**src/hdl/ppe_pkg.sv**
```systemverilog
// ----------------------------------------------------------------------------
// ppe_pkg
// Shared constants and types of the polynomial product engine.
// ----------------------------------------------------------------------------
package ppe_pkg;

    localparam int DEF_MAX_TERMS   = 16;
    localparam int DEF_COEFF_WIDTH = 32;
    localparam int FRAC_BITS       = 16;
    localparam int DATA_W          = 32;
    localparam int DEG_W           = 5;
    localparam int OUT_TDATA_W     = 40;

    // Tag of one multiply-accumulate term as it moves through the MAC pipe.
    typedef struct packed {
        logic valid;   // term present in this stage
        logic first;   // first term of a product coefficient
        logic last;    // last term of a product coefficient
        logic fin;     // last term of the last coefficient
    } t_term_ctl;

endpackage

```
**src/hdl/ppe_coeff_mem.sv**
```systemverilog
// ----------------------------------------------------------------------------
// ppe_coeff_mem
// Coefficient store: one write port, one read port with registered data.
// ----------------------------------------------------------------------------
module ppe_coeff_mem
    import ppe_pkg::*;
#(
    parameter int DEPTH = DEF_MAX_TERMS,
    parameter int WIDTH = DEF_COEFF_WIDTH
) (
    input  logic                              i_clk,
    input  logic                              i_we,
    input  logic [((DEPTH > 1) ? $clog2(DEPTH) : 1)-1:0] i_waddr,
    input  logic [WIDTH-1:0]                  i_wdata,
    input  logic [((DEPTH > 1) ? $clog2(DEPTH) : 1)-1:0] i_raddr,
    output logic [WIDTH-1:0]                  o_rdata
);

    logic [WIDTH-1:0] r_mem [DEPTH];
    logic [WIDTH-1:0] r_rdata;

    always_ff @(posedge i_clk) begin
        if (i_we) begin
            r_mem[i_waddr] <= i_wdata;
        end
    end

    always_ff @(posedge i_clk) begin
        r_rdata <= r_mem[i_raddr];
    end

    assign o_rdata = r_rdata;

endmodule

```
**config.mk**
```make
export PLATFORM = sky130hd
export DESIGN_NAME = ppe_coeff_mem
export DESIGN_NICKNAME = d
export VERILOG_FILES = /design/src/hdl/ppe_pkg.sv /design/src/hdl/ppe_coeff_mem.sv
export SDC_FILE = /design/constraint.sdc
export NUM_CORES = 1
export LEC_CHECK = 0
export BUFFER_PORTS_ARGS = -buffer_cell sky130_fd_sc_hd__buf_2
export CAP_MARGIN = 20
export CORE_AREA = 2 2 226 228
export CTS_CLUSTER_DIAMETER = 120
export DETAILED_ROUTE_END_ITERATION = 6
export DIE_AREA = 0 0 228 230
export GPL_TIMING_DRIVEN = 1
export SYNTH_ARGS = -nofsm -noshare
export SYNTH_HDL_FRONTEND = slang
export SYNTH_SLANG_ARGS = --single-unit
```
**constraint.sdc**
```tcl
create_clock -name i_clk -period 4.05 [get_ports i_clk]
set_input_delay 0.2025 -clock i_clk [delete_from_list [all_inputs] [get_ports i_clk]]
set_output_delay 0.2025 -clock i_clk [all_outputs]
set_load 0.05 [all_outputs]
```
==> run metrics <==
Post-Syn Nets 880; Worst EP required 4.54 ns; CP Launch Point i_raddr[0]; Max stage delay on crit path 0.64 ns; first-pass GRT wire length 62300 microns; core area 49900 sq um; vias in the first global route 9586; Seq pwr share 51.9%; leakage 0.00756 uW; TritonRoute pass-1 iters 5; nets 1027; DRC 0; Crit path max-delay family buffers and inverters; Clk pin slew, worst setup/hold paths 0.06 ns; Worst slew margin 29.0%; CTS Root Cell clkbuf_16; vias 9032; uppermost layer routed met4; CP Class in2reg; die span in x 228 microns; # Post-CTS Setup Buffers 0; Die Ht 230 microns; n_diodes 0; pre-CTS worst setup slack 1.65 ns; Initial DRC Count 937; synthesized flop and latch total 544; total gr overflow 0; met3 wire length 2570 microns; f_max 594 MHz; max-slew violations 0; YS warnings 0; IO Pins 74; Clk Latency, worst-skew pair 0.62 ns; largest net degree at the start of global routing 66; CTS Buf Count 56; synthesis-to-layout area growth 18.3%; Slowest cell on crit path clkbuf_8; sequence of cells on the critical path clkbuf_8 > buf_12 > mux4_2 > a22oi_1 > nand2_1; post-synthesis cell count 838; CP Max Fanout 65; post-CTS resize count 0; Hold Crit Start i_raddr[2]; Routed Antenna Nets 0; WL/cell 24.4 microns; final setup fails 0; Crit. End Element flop; setup TNS 0 ns; Critical Path Source Type input port; Fin. Hold Viols 0; clock share of power 42.4%; initial core utilization 39.8%; Post-Syn Area 19900 sq um; CTS H-Tree Depth 2; clock buffer depth 3; via/cell ratio 5.30; crit path buf inv count 2; hpwl dp 22700 microns; RSZ-0062 raised after global routing false; sw frac 21.4%; Final Skew 0.0190 ns; max-cap viol count 0; Power Internal 9600 uW; Rows 82; power per standard cell area 520 nW/um^2; clock sinks 544; die footprint 52400 sq um; Slew @ Worst Pin 1.06 ns; WL final 41600 microns; gpl congestion 0.698; Comb pwr share 5.7%; number of hold buffers added after CTS 32; Global Route Usage Sum 16.1%; Met2 Wirelength 19500 microns; port bufs 73; final critical-path required period 1.68 ns; net switching power figure 2610 uW; layout cells sized above 1 32.5%; sequential element share of the synthesized area 80.7%; worst hold path type in2reg; Worst EP arrival 2.17 ns; Avg Inst Size Synth 23.7 sq um; CTS tree done; initial antenna violation count 0; Period Utilization, post-route 41.5%; status complete, no violations; Max VDD drop 0.339 mV; r2r startpoint r_mem[11][0]; Met1 Wirelength 18700 microns; final worst slack 2.37 ns; Yosys cell types 18
[cell usage after synthesis]
cell type	n	area, sq um
a22oi_1	64	480
buf_2	4	20.0
nor3_1	4	20.0
edfxtp_1	512	15400
nor2_1	13	48.8
mux4_2	128	2880
nand3_1	1	5.00
buf_4	11	82.6
dfxtp_1	32	641
nand2b_1	2	12.5
and2_1	1	6.26
nand2_1	33	124
nand3b_1	2	15.0
buf_1	9	33.8
or3b_2	1	8.76
clkbuf_1	17	63.8
buf_6	2	22.5
nor2b_1	2	12.5
[state kept, by name, summed over array words and instances (netlist names)]
name and count:
r_mem 512, o_rdata 32
[routing by layer]
layer / track usage, % / up-vias
met5: 0 / -
met4: 5.25 / 0
met3: 2.68 / 55
met2: 24.9 / 274
met1: 23.5 / 4832
li1: - / 3871
[metrics by stage]
step / instance area [sq um] / hold WS, ns / total power, uW / std cells / utilization, %
after floorplan: 19900 / 0.301 / 6880 / 838 / -
after global placement: 21200 / 0.580 / 7120 / 1563 / 42.5
after detailed placement: 21300 / 0.587 / 7140 / 1567 / 42.7
after CTS: 23500 / 0.138 / 12400 / 1705 / 47.1
after global routing: 23500 / 0.207 / 12600 / 1705 / 47.1
final: 23500 / 0.180 / 12200 / 1705 / 47.1
[final timing paths]
check	slack, ns	cells past startpoint	end
setup / recovery	2.37	5	o_rdata[0]
hold / removal	0.18	4	o_rdata[29]
setup reg to reg	2.67	3	o_rdata[0]
hold reg to reg	0.66	3	o_rdata[29]
[cell usage in the layout (no fill, tap or decap), types with 3 or more instances in the layout]
master,instances
a22oi_1,64
buf_12,5
buf_2,71
buf_4,22
bufinv_16,7
clkbuf_1,6
clkbuf_16,57
clkbuf_8,3
clkinv_1,13
clkinv_2,16
dfxtp_1,32
dlygate4sd3_1,32
edfxtp_1,512
mux4_2,128
nand2_1,33
nor2_4,13
nor3_2,4
[power groups by stage]
| stage | combinational [uW] | clock (uW) | sequential [uW] |
|---|---|---|---|
| 2_1_floorplan | 302 | 0 | 6570 |
| 3_3_place_gp | 673 | 0 | 6450 |
| 3_5_place_dp | 685 | 0 | 6450 |
| 4_1_cts | 712 | 5300 | 6340 |
| 5_1_grt | 746 | 5540 | 6340 |
| 6_report | 696 | 5180 | 6330 |
[final cells by class]
cell class              instances  area (sq um)
multi-input cells             251          3750
clock inverters                41           414
well taps                     672           841
flip-flops and latches        544         16000
repair buffers                132           982
clock buffers                  65          1480
fillers                      4161         26400
[cell families (layout without fill, tap and decap cells)]
group / count (synthesis) / count (layout) / share of synthesized area [%]
AND/OR/NAND/NOR: 59 / 59 / 1.27
AO/OA/AOI/OAI: 64 / 64 / 2.42
flip-flops: 544 / 544 / 80.7
multiplexers: 128 / 128 / 14.5
buffers and inverters: 43 / 238 / 1.12
[worst reg2reg max path: cells and delay by family, from the launching register on]
family | cells | cell delay (ns)
flops | 1 | 0.36
simple gates | 1 | 0.09
compound gates | 1 | 0.33
mux | 1 | 0.48
No activity file was read; power rests on OpenSTA's default activity.
