## config.mk

```make
export PLATFORM = sky130hd
export DESIGN_NAME = ppe_mac
export DESIGN_NICKNAME = d
export VERILOG_FILES = /design/src/hdl/ppe_pkg.sv /design/src/hdl/ppe_mac.sv
export SDC_FILE = /design/constraint.sdc
export NUM_CORES = 2
export LEC_CHECK = 0
export ABC_CLOCK_PERIOD_IN_PS = 8500
export BUFFER_PORTS_ARGS = -buffer_cell sky130_fd_sc_hd__buf_2
export CAP_MARGIN = 20
export CELL_PAD_IN_SITES_DETAIL_PLACEMENT = 1
export CELL_PAD_IN_SITES_GLOBAL_PLACEMENT = 1
export CORE_MARGIN = 2
export CORE_UTILIZATION = 40
export CTS_BUF_LIST = sky130_fd_sc_hd__clkbuf_2 sky130_fd_sc_hd__clkbuf_4 sky130_fd_sc_hd__clkbuf_8
export CTS_CLUSTER_DIAMETER = 200
export DETAILED_ROUTE_END_ITERATION = 8
export PLACE_DENSITY = 0.7
export SLEW_MARGIN = 0
export SYNTH_ARGS = -nofsm -noshare
export SYNTH_HDL_FRONTEND = slang
export SYNTH_SLANG_ARGS = --single-unit
export TNS_END_PERCENT = 1
```

## constraint.sdc

```tcl
create_clock -name i_clk -period 8.5 [get_ports i_clk]
set_input_delay 0.425 -clock i_clk [delete_from_list [all_inputs] [get_ports i_clk]]
set_output_delay 0.425 -clock i_clk [all_outputs]
set_load 0.01 [all_outputs]
```

## src/hdl/ppe_pkg.sv

```systemverilog
// ----------------------------------------------------------------------------
// ppe_pkg
// Shared constants and types of the polynomial product engine.
// ----------------------------------------------------------------------------
package ppe_pkg;

    localparam int DEF_MAX_TERMS   = 16;
    localparam int DEF_COEFF_WIDTH = 32;
    localparam int FRAC_BITS       = 16;
    localparam int DATA_W          = 32;
    localparam int DEG_W           = 5;
    localparam int OUT_TDATA_W     = 40;

    // Tag of one multiply-accumulate term as it moves through the MAC pipe.
    typedef struct packed {
        logic valid;   // term present in this stage
        logic first;   // first term of a product coefficient
        logic last;    // last term of a product coefficient
        logic fin;     // last term of the last coefficient
    } t_term_ctl;

endpackage

```

## src/hdl/ppe_mac.sv

```systemverilog
// ----------------------------------------------------------------------------
// ppe_mac
// Shared multiply-accumulate unit: multiply, accumulate, round and saturate.
// ----------------------------------------------------------------------------
module ppe_mac
    import ppe_pkg::*;
#(
    parameter int MAX_TERMS   = DEF_MAX_TERMS,
    parameter int COEFF_WIDTH = DEF_COEFF_WIDTH
) (
    input  logic                          i_clk,
    input  logic                          i_rst_n,
    input  logic                          i_start,
    input  t_term_ctl                     i_ctl,
    input  logic signed [COEFF_WIDTH-1:0] i_a,
    input  logic signed [COEFF_WIDTH-1:0] i_b,
    output logic                          o_res_valid,
    output logic                          o_res_done,
    output logic signed [COEFF_WIDTH-1:0] o_res,
    output logic                          o_sat
);

    localparam int PW = 2 * COEFF_WIDTH;
    localparam int AW = PW + $clog2(MAX_TERMS + 1) + 1;
    localparam logic signed [AW-1:0] HALF =
        {{(AW-FRAC_BITS){1'b0}}, 1'b1, {(FRAC_BITS-1){1'b0}}};
    localparam logic signed [AW-1:0] HI_LIM =
        {{(AW-COEFF_WIDTH+1){1'b0}}, {(COEFF_WIDTH-1){1'b1}}};
    localparam logic signed [AW-1:0] LO_LIM = ~HI_LIM;

    t_term_ctl r_c1, r_c2, r_c3;
    logic signed [PW-1:0]          r_prod;
    logic signed [AW-1:0]          r_acc;
    logic signed [AW-1:0]          w_prod_ext;
    logic signed [AW-1:0]          w_round;
    logic signed [COEFF_WIDTH-1:0] w_clip;
    logic                          w_clip_hit;
    logic signed [COEFF_WIDTH-1:0] r_res;
    logic                          r_res_valid;
    logic                          r_res_done;
    logic                          r_sat;

    always_comb begin
        w_prod_ext = AW'(r_prod);
        w_round    = (r_acc + HALF) >>> FRAC_BITS;
        w_clip_hit = 1'b1;
        if (w_round > HI_LIM) begin
            w_clip = HI_LIM[COEFF_WIDTH-1:0];
        end else if (w_round < LO_LIM) begin
            w_clip = LO_LIM[COEFF_WIDTH-1:0];
        end else begin
            w_clip     = w_round[COEFF_WIDTH-1:0];
            w_clip_hit = 1'b0;
        end
    end

    // Tag pipeline follows the registered memory read, the product and the sum.
    always_ff @(posedge i_clk) begin
        if (!i_rst_n) begin
            r_c1        <= '0;
            r_c2        <= '0;
            r_c3        <= '0;
            r_res_valid <= 1'b0;
            r_res_done  <= 1'b0;
            r_sat       <= 1'b0;
        end else begin
            r_c1        <= i_ctl;
            r_c2        <= r_c1;
            r_c3        <= r_c2;
            r_res_valid <= r_c3.valid && r_c3.last;
            r_res_done  <= r_c3.valid && r_c3.fin;
            if (i_start) begin
                r_sat <= 1'b0;
            end else if (r_c3.valid && r_c3.last && w_clip_hit) begin
                r_sat <= 1'b1;
            end
        end
    end

    always_ff @(posedge i_clk) begin
        r_prod <= i_a * i_b;
        if (r_c2.valid) begin
            r_acc <= r_c2.first ? w_prod_ext : (r_acc + w_prod_ext);
        end
        if (r_c3.valid && r_c3.last) begin
            r_res <= w_clip;
        end
    end

    assign o_res_valid = r_res_valid;
    assign o_res_done  = r_res_done;
    assign o_res       = r_res;
    assign o_sat       = r_sat;

endmodule

```

==> key figures <==
Finish
  • Layout Nets: around 6500
  • Fill cell count: 13391
  • Design area: 50200 sq um
  • Synth-to-Final Area Change: 6.44%
  • Layout cells sized above 1: 0.0680
  • Non-Filler Instances: 6609

Hold path
  • End of the worst hold path: r_c1[3]$_SDFF_PN0_
  • Worst hold path class: in -> reg
  • Worst hold start: i_ctl[3]
  • Hold Path Depth: 2

Die
  • Die Width: ~350 um
  • Ports: between 100 and 150
  • Initial Utilization: 0.405
  • Row Count: 125
  • Die outline area: 121000 sq um
  • DIE HEIGHT: approximately 350 um
  • Core box area: 117000 sq um

STA
  • FMAX: 123 MHz
  • Final period utilization: 0.955
  • Final setup margin: about 0.38 ns
  • Setup Viol. Count Final: 0
  • RSZ-0062 raised after global routing: no
  • Final hold violations: 0
  • Clk_skew: 0.0227 ns
  • Slew headroom: 0.239
  • Worst-margin pin slew: 1.14 ns
  • Pins Over Slew Limit: 0
  • Post-route minimum period: 8.12 ns

Synthesis
  • Syn Inst Count: 5048
  • YS warnings: 0
  • Cell Area, Synth: 47200 sq um
  • Synth top area cells: fa_1, inv_1, and2_1
  • Sequential-to-total area share from yosys stat: 0.0980
  • Yosys top cell area share: 0.460
  • Ys flop type: edfxtp_1
  • Synth area leader: fa_1
  • Fraction of registers with async set/reset: 0
  • Post-synth net total: ~6500
  • Post-synth cell types: 79
  • Avg Cell Area, Syn: roughly 9.3 sq um
  • Yosys reg bits: 180
  • EDFF count, synth: 102

Global route
  • GRT Overall Usage: 0.246
  • Vias in the first global route: 39426
  • Largest net degree at the start of global routing: 82
  • Grt total ovfl: 0
  • First-pass GRT wire length: 230000 um
  • Initial antenna violation count: 11

Route
  • Drc violations: 0
  • Via Count: between 30000 and 40000
  • Vias per inst: 5.27
  • Final wirelength: approximately 140000 um
  • Final ANT Viol Nets: 0
  • TritonRoute pass-1 iters: 5
  • Wirelength per Cell: around 22 um
  • 1st-iter DRT viols: 1951

Placement
  • DP Area: 49800 sq um
  • Placed insts: 6568
  • DP Wirelength: 121000 um
  • Pre-CTS WS: -0.0786 ns
  • GPL Wtd Cong: 0.900
  • Number of buffers added on ports: ~110

Clocking
  • Reg clk slew, reported paths: ~0.11 ns
  • CTS tree: yes
  • Clk sink count: 180
  • Hold buffer count at CTS: 0
  • Latest clock arrival within the worst-skew pair: 0.52 ns
  • Post-CTS Setup Inserts: 0
  • H-tree depth: 4
  • Clock Path Buffers: 2
  • Total CTS buffers: 17
  • Resized cells post-CTS: 0
  • CTS root buffer: clkbuf_8

Setup path
  • Crit path DAT: ~8.5 ns
  • Slowest cell delay on critical path: 0.63 ns
  • Crit. End Element: register
  • Worst path slowest cell: fa_1
  • Worst r2r dst: r_acc[65]$_DFFE_PP_
  • R2R cell count: 11
  • CP startpoint kind: input port
  • CP required: 8.90 ns
  • Most frequent CP cell: fa_1
  • Reg-to-reg critical path startpoint: r_acc[11]$_DFFE_PP_
  • Critical path peak fanout: 19
  • Crit Path Class: in -> reg
  • Internal reg-to-reg setup slack: 4.39 ns

Run status
  • Outcome: complete, no violations

Job
  • Max Cap Viol: 0
## stage by stage
stage	hold slack [ns]	utilization	TNS (ns)
4_1_cts	0.0713	0.431	0
3_3_place_gp	0.422	0.427	0
3_5_place_dp	0.424	0.427	-0.136
5_1_grt	0.0930	0.431	0
2_1_floorplan	0.412	-	0
6_report	0.108	0.431	0
## sequential cells by signal, indices dropped and copies added (netlist names)
name / cells
o_res_done: 1
r_acc: 70
r_prod: 64
o_sat: 1
r_c1: 4
o_res: 32
r_c3: 3
o_res_valid: 1
r_c2: 4
## layout make-up
type	count	area, sq um	area share
inverter	992	3720	0.0742
tap	1524	1910	0.0380
multi-input combinational	3620	37800	0.754
clock buffer	19	255	0.00508
timing repair buffer	253	1700	0.0338
antenna	8	20.0	0.000399
sequential	180	4630	0.0922
clock inverter	13	134	0.00267
## critical path: cells and delay by family
| kind | cells | cell delay (ns) |
|---|---|---|
| buf+inv | 6 | 1.24 |
| compound gates | 5 | 1.13 |
| simple gates | 6 | 1.27 |
| fa+ha+maj | 9 | 4.40 |
## Yosys cell counts, types with 33 or more instances
cell / n
a21oi_1: 127
nand3_1: 53
a21o_1: 77
inv_1: 991
ha_1: 254
and2_1: 548
xnor2_1: 102
clkbuf_1: 247
o21ai_0: 136
edfxtp_1: 102
and3_1: 33
fa_1: 1083
nand2_1: 656
dfxtp_1: 78
nor2_1: 113
xor2_1: 67
## metal layers
metal,share of wire,track usage,vias up
met5,0.00097,0.00680,-
met4,0.018,0.0511,6
met3,0.080,0.0606,161
met2,0.44,0.383,1004
met1,0.46,0.349,18258
li1,-,-,15381
## how the worst max path moves through the flow
stage,start,end,slack (ns)
floorplan,i_a[31],r_prod[61]$_DFF_P_,0.31
global placement,i_b[9],r_prod[44]$_DFF_P_,0.02
detailed placement,i_b[9],r_prod[60]$_DFF_P_,-0.08
CTS,i_b[9],r_prod[60]$_DFF_P_,0.49
global route,i_b[9],r_prod[60]$_DFF_P_,0.07
finish,i_b[8],r_prod[60]$_DFF_P_,0.38
## cells by family after synthesis
group	count (synthesis)	synth area share
and+or+nand+nor	1561	0.167
DFF	180	0.0980
xor gates and xnor gates	169	0.0314
AOI/OAI and AO/OA	547	0.0746
adders and majority gates	1337	0.527
buffers and inverters	1248	0.100
muxes	6	0.00141
## placed cells by master, fill, tap and decap left out, drive strengths merged, types with 9 or more instances in the layout
master	netlist	routed
a211oi	18	18
a21boi	10	10
a21o	77	77
a21oi	127	127
a31oi	23	23
and2	548	548
and3	33	33
and4	11	11
buf	9	253
clkbuf	247	19
dfxtp	78	78
edfxtp	102	102
fa	1083	1083
ha	254	254
inv	991	1000
nand2	656	656
nand2b	15	15
nand3	53	53
nand4	34	34
nor2	114	114
nor2b	16	16
nor3	35	35
nor4	10	10
o2111ai	9	9
o211ai	14	14
o21a	13	13
o21ai	173	173
o21bai	22	22
xnor2	102	102
xor2	67	67
Power is not shown: default switching activity piles up to over one toggle a cycle in this logic, so the estimate is an artifact.
