[src/hdl/ppe_pkg.sv]
// ----------------------------------------------------------------------------
// ppe_pkg
// Shared constants and types of the polynomial product engine.
// ----------------------------------------------------------------------------
package ppe_pkg;

    localparam int DEF_MAX_TERMS   = 16;
    localparam int DEF_COEFF_WIDTH = 32;
    localparam int FRAC_BITS       = 16;
    localparam int DATA_W          = 32;
    localparam int DEG_W           = 5;
    localparam int OUT_TDATA_W     = 40;

    // Tag of one multiply-accumulate term as it moves through the MAC pipe.
    typedef struct packed {
        logic valid;   // term present in this stage
        logic first;   // first term of a product coefficient
        logic last;    // last term of a product coefficient
        logic fin;     // last term of the last coefficient
    } t_term_ctl;

endpackage

[src/hdl/ppe_seq.sv]
// ----------------------------------------------------------------------------
// ppe_seq
// Term sequencer: walks k over the product degrees and i over the valid
// first-polynomial indexes, one term per cycle.
// ----------------------------------------------------------------------------
module ppe_seq
    import ppe_pkg::*;
#(
    parameter int MAX_TERMS = DEF_MAX_TERMS
) (
    input  logic                                   i_clk,
    input  logic                                   i_rst_n,
    input  logic                                   i_start,
    input  logic [$clog2(MAX_TERMS+1)-1:0]         i_na,
    input  logic [$clog2(MAX_TERMS+1)-1:0]         i_nb,
    output logic [((MAX_TERMS > 1) ? $clog2(MAX_TERMS) : 1)-1:0] o_a_addr,
    output logic [((MAX_TERMS > 1) ? $clog2(MAX_TERMS) : 1)-1:0] o_b_addr,
    output t_term_ctl                              o_ctl
);

    localparam int IW = (MAX_TERMS > 1) ? $clog2(MAX_TERMS) : 1;
    localparam int KW = $clog2(2 * MAX_TERMS);

    logic          r_active;
    logic [KW-1:0] r_k;
    logic [KW-1:0] r_i;
    logic [KW-1:0] r_na;
    logic [KW-1:0] r_nb;
    logic [KW-1:0] r_klast;

    logic [KW-1:0] w_j;
    logic [KW-1:0] w_ilo;
    logic [KW-1:0] w_ihi;
    logic [KW-1:0] w_kn;
    logic [KW-1:0] w_ilo_n;
    logic          w_last;
    logic          w_fin;

    always_comb begin
        w_j     = r_k - r_i;
        w_ilo   = (r_k >= r_nb) ? (r_k - r_nb + KW'(1)) : '0;
        w_ihi   = (r_k < r_na) ? r_k : (r_na - KW'(1));
        w_kn    = r_k + KW'(1);
        w_ilo_n = (w_kn >= r_nb) ? (w_kn - r_nb + KW'(1)) : '0;
        w_last  = (r_i == w_ihi);
        w_fin   = w_last && (r_k == r_klast);
    end

    always_ff @(posedge i_clk) begin
        if (!i_rst_n) begin
            r_active <= 1'b0;
        end else if (i_start) begin
            r_active <= 1'b1;
        end else if (r_active && w_fin) begin
            r_active <= 1'b0;
        end
    end

    always_ff @(posedge i_clk) begin
        if (i_start) begin
            r_na    <= KW'(i_na);
            r_nb    <= KW'(i_nb);
            r_klast <= KW'(i_na) + KW'(i_nb) - KW'(2);
            r_k     <= '0;
            r_i     <= '0;
        end else if (r_active) begin
            if (w_last) begin
                r_k <= w_kn;
                r_i <= w_ilo_n;
            end else begin
                r_i <= r_i + KW'(1);
            end
        end
    end

    assign o_a_addr    = r_i[IW-1:0];
    assign o_b_addr    = w_j[IW-1:0];
    assign o_ctl.valid = r_active;
    assign o_ctl.first = (r_i == w_ilo);
    assign o_ctl.last  = w_last;
    assign o_ctl.fin   = w_fin;

endmodule

[config.mk]
export PLATFORM = sky130hd
export DESIGN_NAME = ppe_seq
export DESIGN_NICKNAME = d
export VERILOG_FILES = /design/src/hdl/ppe_pkg.sv /design/src/hdl/ppe_seq.sv
export SDC_FILE = /design/constraint.sdc
export NUM_CORES = 1
export LEC_CHECK = 0
export BUFFER_PORTS_ARGS = -buffer_cell sky130_fd_sc_hd__buf_2
export CORE_ASPECT_RATIO = 1.5
export CORE_MARGIN = 4
export CORE_UTILIZATION = 45
export DETAILED_ROUTE_END_ITERATION = 7
export MAX_ROUTING_LAYER = met4
export PLACE_DENSITY_LB_ADDON = 0.05
export SETUP_SLACK_MARGIN = 0.05
export SLEW_MARGIN = 40
export SYNTH_ARGS = -nofsm -noshare
export SYNTH_HDL_FRONTEND = slang
export SYNTH_SLANG_ARGS = --single-unit
[constraint.sdc]
create_clock -name i_clk -period 3.15 [get_ports i_clk]
set_input_delay 0.63 -clock i_clk [delete_from_list [all_inputs] [get_ports i_clk]]
set_output_delay 0.63 -clock i_clk [all_outputs]
set_load 0.005 [all_outputs]
==> flow_metrics.py, run 1 <==
metrics = {
    "clocking": {
        "cts_tree": "built",
        "cts_buffer_depth": 2,
        "insertion_delay_ns": 0.28,
        "cts_root_buf": "clkbuf_8",
        "clock-sinks": 26,
        "cts_buffers": 3,
        "htree_levels": 1,
        "cts.hold.buffers_added": 0,
        "clk_pin_slew_worst_paths_ns": 0.10,
    },
    "worst_setup_path": {
        "path_class": "reg -> out",
        "path_cells": "buf_4 -> ha_1 -> fa_2 -> xnor2_2 -> nand2_1 -> o32a_1 -> o32ai_1 -> and3_1 -> buf_2",
        "max_stage_delay_ns": 0.63,
        "start_kind": "flip-flop",
        "arrival_ns": 2.53,
        "cp_num_buf_inv": 2,
        "cp_top_family": "adder cells",
        "crit_slowest_cell": "fa_2",
        "end_kind": "output port",
        "cp_max_fo": 10,
        "cp.required_ns": 2.52,
    },
    "grt": {
        "grt_pass1_vias": 1916,
        "grt_max_degree": 35,
        "grt_first_pass_wirelength_um": 9340,
        "gr-total-overflow": 0,
        "antenna_found_initial": 0,
        "grt_usage_pct": 19.2,
    },
    "pwr": {
        "finalPower_uw": 1280,
        "leakage_uw": 0.00131,
        "p_per_area_mw_per_mm2": 452,
        "p_int_uw": 798,
        "p_sw_share_pct": 37.6,
        "p_comb_share_pct": 48.1,
        "p_switching_uw": 481,
        "ir_drop_uv": 280,
        "pwr-share-clk_pct": 17.6,
        "seq_power_share_pct": 34.3,
    },
    "synth": {
        "seq_area_frac_synth_pct": 27.3,
        "synth_area_mm2": 0.00246,
        "synth-seq-cells": 26,
        "ys_warn_count": 0,
        "async_flop_share_pct": 0,
        "ys_types": 44,
        "syn_area_per_cell_um2": 9.21,
        "synth_edf_count": 15,
        "synth_nets": 323,
        "syn_inst": 267,
        "synth-main-ff-cell": "edfxtp_1",
    },
    "timing": {
        "slew_headroom_pct": 54.8,
        "setup-tns-final_ns": -0.0141,
        "finalCritPeriodShare_pct": 100,
        "finalHoldViolations": 0,
        "fmax_mhz": 316,
        "setup_viol": 1,
        "period_needed_ns": 3.16,
        "tightest_slew_ns": 0.678,
        "setup_ws_ns": -0.0141,
        "clock_skew_ns": 0.00520,
        "rsz0062_at_grt": "true",
        "drv_slew": 0,
    },
    "placement": {
        "place.port_buffers": 24,
        "detailed_place_hpwl_um": 4480,
        "gp_congestion": 0.923,
        "postPlaceCellArea_mm2": 0.00265,
    },
    "final_layout": {
        "final_layout_size_suffix_gt1_share_pct": 22.3,
        "finalNetCount": 348,
        "fin_area_mm2": 0.00283,
        "fillers": 512,
        "antenna_cells": 0,
        "syn_to_final_growth_pct": 15.1,
    },
    "detailed_routing": {
        "remaining_drc_errors": 0,
        "first_pass_iters": 4,
        "via_per_inst": 5.18,
        "routed_wl_um": 5710,
        "vias": 1858,
        "drt-initial-drc-count": 40,
        "drtAntennaViolNets": 0,
        "avgRoutedWirePerCell_um": 15.9,
    },
    "outcome": {
        "status": "finished with violations",
        "violations": "negative setup slack",
    },
    "die": {
        "start_util_pct": 47.3,
        "rows": 32,
        "core_mm2": 0.00520,
        "die_w_um": 68.4,
        "die_area_mm2": 0.00674,
        "ios": 25,
        "die_h_um": 98.6,
    },
    "flow_run": {
        "drv_cap": 0,
    },
    "worst_hold_path": {
        "hold_path_class": "in -> reg",
    },
}
per-layer routing:
metal  track usage [%]  share of wire [%]  wire length [µm]
met5                 -                  0                 0
met4              4.44                1.9               108
met3              1.82                2.4               136
met2              35.4                 57              3240
met1              21.4                 39              2220
layout make-up:
cell class	instances	area, µm²	share of cell area, %
Clock buffer	4	55.1	1.94
Inverter	44	168	5.92
Tap cell	68	85.1	3.00
Timing Repair Buffer	38	229	8.09
Sequential cell	26	676	23.9
Multi-Input combinational cell	179	1620	57.2
worst paths after layout:
kind,startpoint,endpoint,slack (ns),depth (start not counted)
max reg2reg,r_na[2],r_k[3],0.42,11
min,i_nb[3],r_nb[3],0.54,1
min reg2reg,r_k[0],r_k[0],0.65,2
max,r_k[2],o_ctl[2],-0.01,9
power groups by stage:
stage | clock (µW) | sequential [µW] | combinational (µW)
global placement | 0 | 444 | 567
floorplan | 0 | 431 | 407
detailed placement | 0 | 445 | 568
CTS | 231 | 438 | 601
global route | 241 | 443 | 688
finish | 226 | 438 | 615
registers in the layout, summed over array words and instances (netlist names):
signal	cells
r_active	1
r_k	5
r_nb	5
r_i	5
r_klast	5
r_na	5
cells in the mapped netlist, drive strengths merged (3+ instances only):
cell type	number	area, µm²
nor4	3	25.0
xnor2	21	184
a21oi	12	60.1
a31oi	3	18.8
fa	6	120
dfxtp	11	220
mux2i	5	50.1
nor2	13	48.8
xor2	9	78.8
nand2b	3	18.8
buf	10	73.8
nand3	7	35.0
inv	44	165
a21o	7	52.6
edfxtp	15	450
clkbuf	8	30.0
mux2	4	45.0
ha	37	463
a211oi	10	80.1
o21ai	6	33.8
nand2	11	41.3
layout by cell type, fill, tap and decap left out, types with 2 or more instances in the layout:
cell type and instances:
a211oi_1 7, a211oi_2 3, a21o_1 6, a21oi_1 11, a31oi_1 2, and3_1 2
buf_2 24, buf_4 13, clkbuf_8 4, dfxtp_1 9, edfxtp_1 15, fa_1 5
ha_1 35, ha_4 2, inv_1 43, mux2_2 3, mux2i_1 5, nand2_1 11
nand2b_1 3, nand3_1 7, nor2_1 13, nor3_1 2, o21ai_0 4, o31ai_1 2
o32ai_1 2, or3_1 2, xnor2_1 20, xor2_1 8
stage by stage:
stage / util (%) / instances / setup slack [ns] / hold slack [ns]
floorplan: - / 267 / 0.210 / 0.560
global placement: 50.9 / 353 / 0.139 / 0.642
detailed placement: 50.9 / 353 / 0.0994 / 0.660
CTS: 53.6 / 359 / -0.00614 / 0.532
global route: 54.4 / 359 / -0.137 / 0.531
finish: 54.4 / 359 / -0.0141 / 0.536
cells by family after synthesis:
kind of cell / share of synthesized area, %
AOI/OAI and AO/OA: 12.1
xor gates and xnor gates: 10.7
adders and majority gates: 23.7
buffers and inverters: 10.9
DFF: 27.3
muxes: 3.87
and+or+nand+nor: 11.5
repair_timing:
action                                  CTS  global route
gates cloned                              0             0
gates resized for setup                  14             8
pin swaps                                 7             4
endpoints found under the setup margin    3             3
setup buffers                             2             0
Note: power is estimated with default switching activity, not from simulation.
==> run 2: changes to the inputs <==
Settings changed: CORE_MARGIN 4 to not set.
==> run 2 against run 1 <==
Effect of this change: the run now ends clean; critical path depth unchanged; register-to-register slack got worse by 0.11 ns; global-route usage increased by 1.3 points; final cell count increased by 1.7%; wire length decreased by 6.0%; non-clock buffer count increased by 6; critical endpoint unchanged; largest cell class unchanged.
==> flow_metrics.py, run 2 (same netlist as run 1, synthesis figures left out) <==
metrics = {
    "detailed_routing": {
        "remaining_drc_errors": 0,
        "via_per_inst": 5.19,
        "drtAntennaViolNets": 0,
        "avgRoutedWirePerCell_um": 14.7,
        "drt-initial-drc-count": 61,
        "vias": 1894,
        "first_pass_iters": 4,
        "routed_wl_um": 5370,
    },
    "die": {
        "die_area_mm2": 0.00577,
        "ios": 25,
        "core_mm2": 0.00520,
        "rows": 32,
        "die_w_um": 62.4,
        "start_util_pct": 47.3,
        "die_h_um": 92.6,
    },
    "placement": {
        "place.port_buffers": 24,
        "detailed_place_hpwl_um": 4240,
        "gp_congestion": 0.826,
    },
    "clocking": {
        "cts_tree": "built",
        "clk_pin_slew_worst_paths_ns": 0.09,
        "insertion_delay_ns": 0.27,
        "clock-sinks": 26,
        "cts_root_buf": "clkbuf_8",
        "cts_buffers": 3,
        "cts_buffer_depth": 2,
        "htree_levels": 1,
    },
    "grt": {
        "grt_pass1_vias": 1933,
        "grt_max_degree": 35,
        "grt_usage_pct": 20.4,
        "gr-total-overflow": 0,
        "grt_first_pass_wirelength_um": 8820,
        "antenna_found_initial": 0,
    },
    "final_layout": {
        "syn_to_final_growth_pct": 18.8,
        "fillers": 487,
        "multiInputGateArea_mm2": 0.00166,
        "final_common_cell": "inv_1",
        "final_cell_mix": "inv_1, ha_1, buf_2",
        "antenna_cells": 0,
        "finalNetCount": 354,
        "regArea_um2": 676,
        "final_layout_size_suffix_gt1_share_pct": 25.3,
    },
    "pwr": {
        "leakage_uw": 0.00133,
        "p_per_area_mw_per_mm2": 449,
        "finalPower_uw": 1310,
        "ir_drop_uv": 243,
    },
    "worst_setup_path": {
        "crit_slowest_cell": "fa_2",
        "start_kind": "flip-flop",
        "arrival_ns": 2.51,
        "max_stage_delay_ns": 0.59,
        "path_class": "reg -> out",
        "cp.required_ns": 2.52,
        "cp_num_buf_inv": 2,
        "cp_top_family": "adder cells",
        "path_cells": "buf_4 -> ha_4 -> fa_2 -> xnor2_1 -> nand2_1 -> o32a_1 -> o32ai_1 -> and3_1 -> buf_2",
        "end_kind": "output port",
        "cp_max_fo": 10,
    },
    "timing": {
        "finalHoldViolations": 0,
        "period_needed_ns": 3.14,
        "rsz0062_at_grt": "true",
        "finalCritPeriodShare_pct": 99.6,
        "tightest_slew_ns": 0.666,
        "clock_skew_ns": 0.00652,
        "fmax_mhz": 319,
        "drv_slew": 0,
        "hold_ws_ns": 0.545,
        "slew_headroom_pct": 55.6,
        "setup_viol": 0,
    },
    "flow_run": {
        "drv_cap": 0,
    },
    "worst_hold_path": {
        "hold_path_class": "in -> reg",
    },
    "outcome": {
        "status": "complete, no violations",
    },
}
[run 2: where the power goes]
group          internal (µW)  total (µW)  leakage, µW  switching (µW)
logic                    338         682      0.00107             344
registers                399         432     0.000238            33.3
clock network           90.5         197    0.0000228             107
[run 2: final cells by class]
class | count | area share, %
clock buffers | 4 | 1.54
repair buffers | 44 | 9.85
multi-input cells | 179 | 56.9
flip-flops and latches | 26 | 23.1
inverters | 44 | 5.65
well taps | 68 | 2.91
[run 2: metal layers]
metal	part of all wire (%)	global-route usage [%]
met5	0	-
met1	40	20.4
met2	54	40.8
met4	3.0	6.20
met3	2.9	2.22
[run 2: what timing repair did]
item,in CTS,in global routing
setup endpoints to repair,3,3
pin swaps,8,3
hold buffers,0,0
cloned,0,0
gates resized for setup,16,18
setup buffers,4,4
[run 2: stage by stage]
step | std cells | cell area [µm²] | TNS, ns | setup WS (ns) | utilization [%]
global route | 365 | 2920 | -0.174 | -0.0988 | 56.2
finish | 365 | 2920 | 0 | 0.0133 | 56.2
CTS | 361 | 2800 | 0 | 0.0112 | 53.9
global placement | 353 | 2650 | 0 | 0.121 | 50.9
floorplan | 267 | 2460 | 0 | 0.210 | -
detailed placement | 353 | 2650 | 0 | 0.128 | 50.9
[run 2: path summary, 6_finish.rpt]
check                             start        to  slack, ns  cells after the start
worst min-delay path            i_na[1]   r_na[1]       0.55                      1
worst max-delay path             r_k[2]  o_ctl[2]       0.01                      9
worst min register to register   r_k[0]    r_k[0]       0.63                      2
worst max register to register  r_na[1]    r_i[3]       0.31                     13
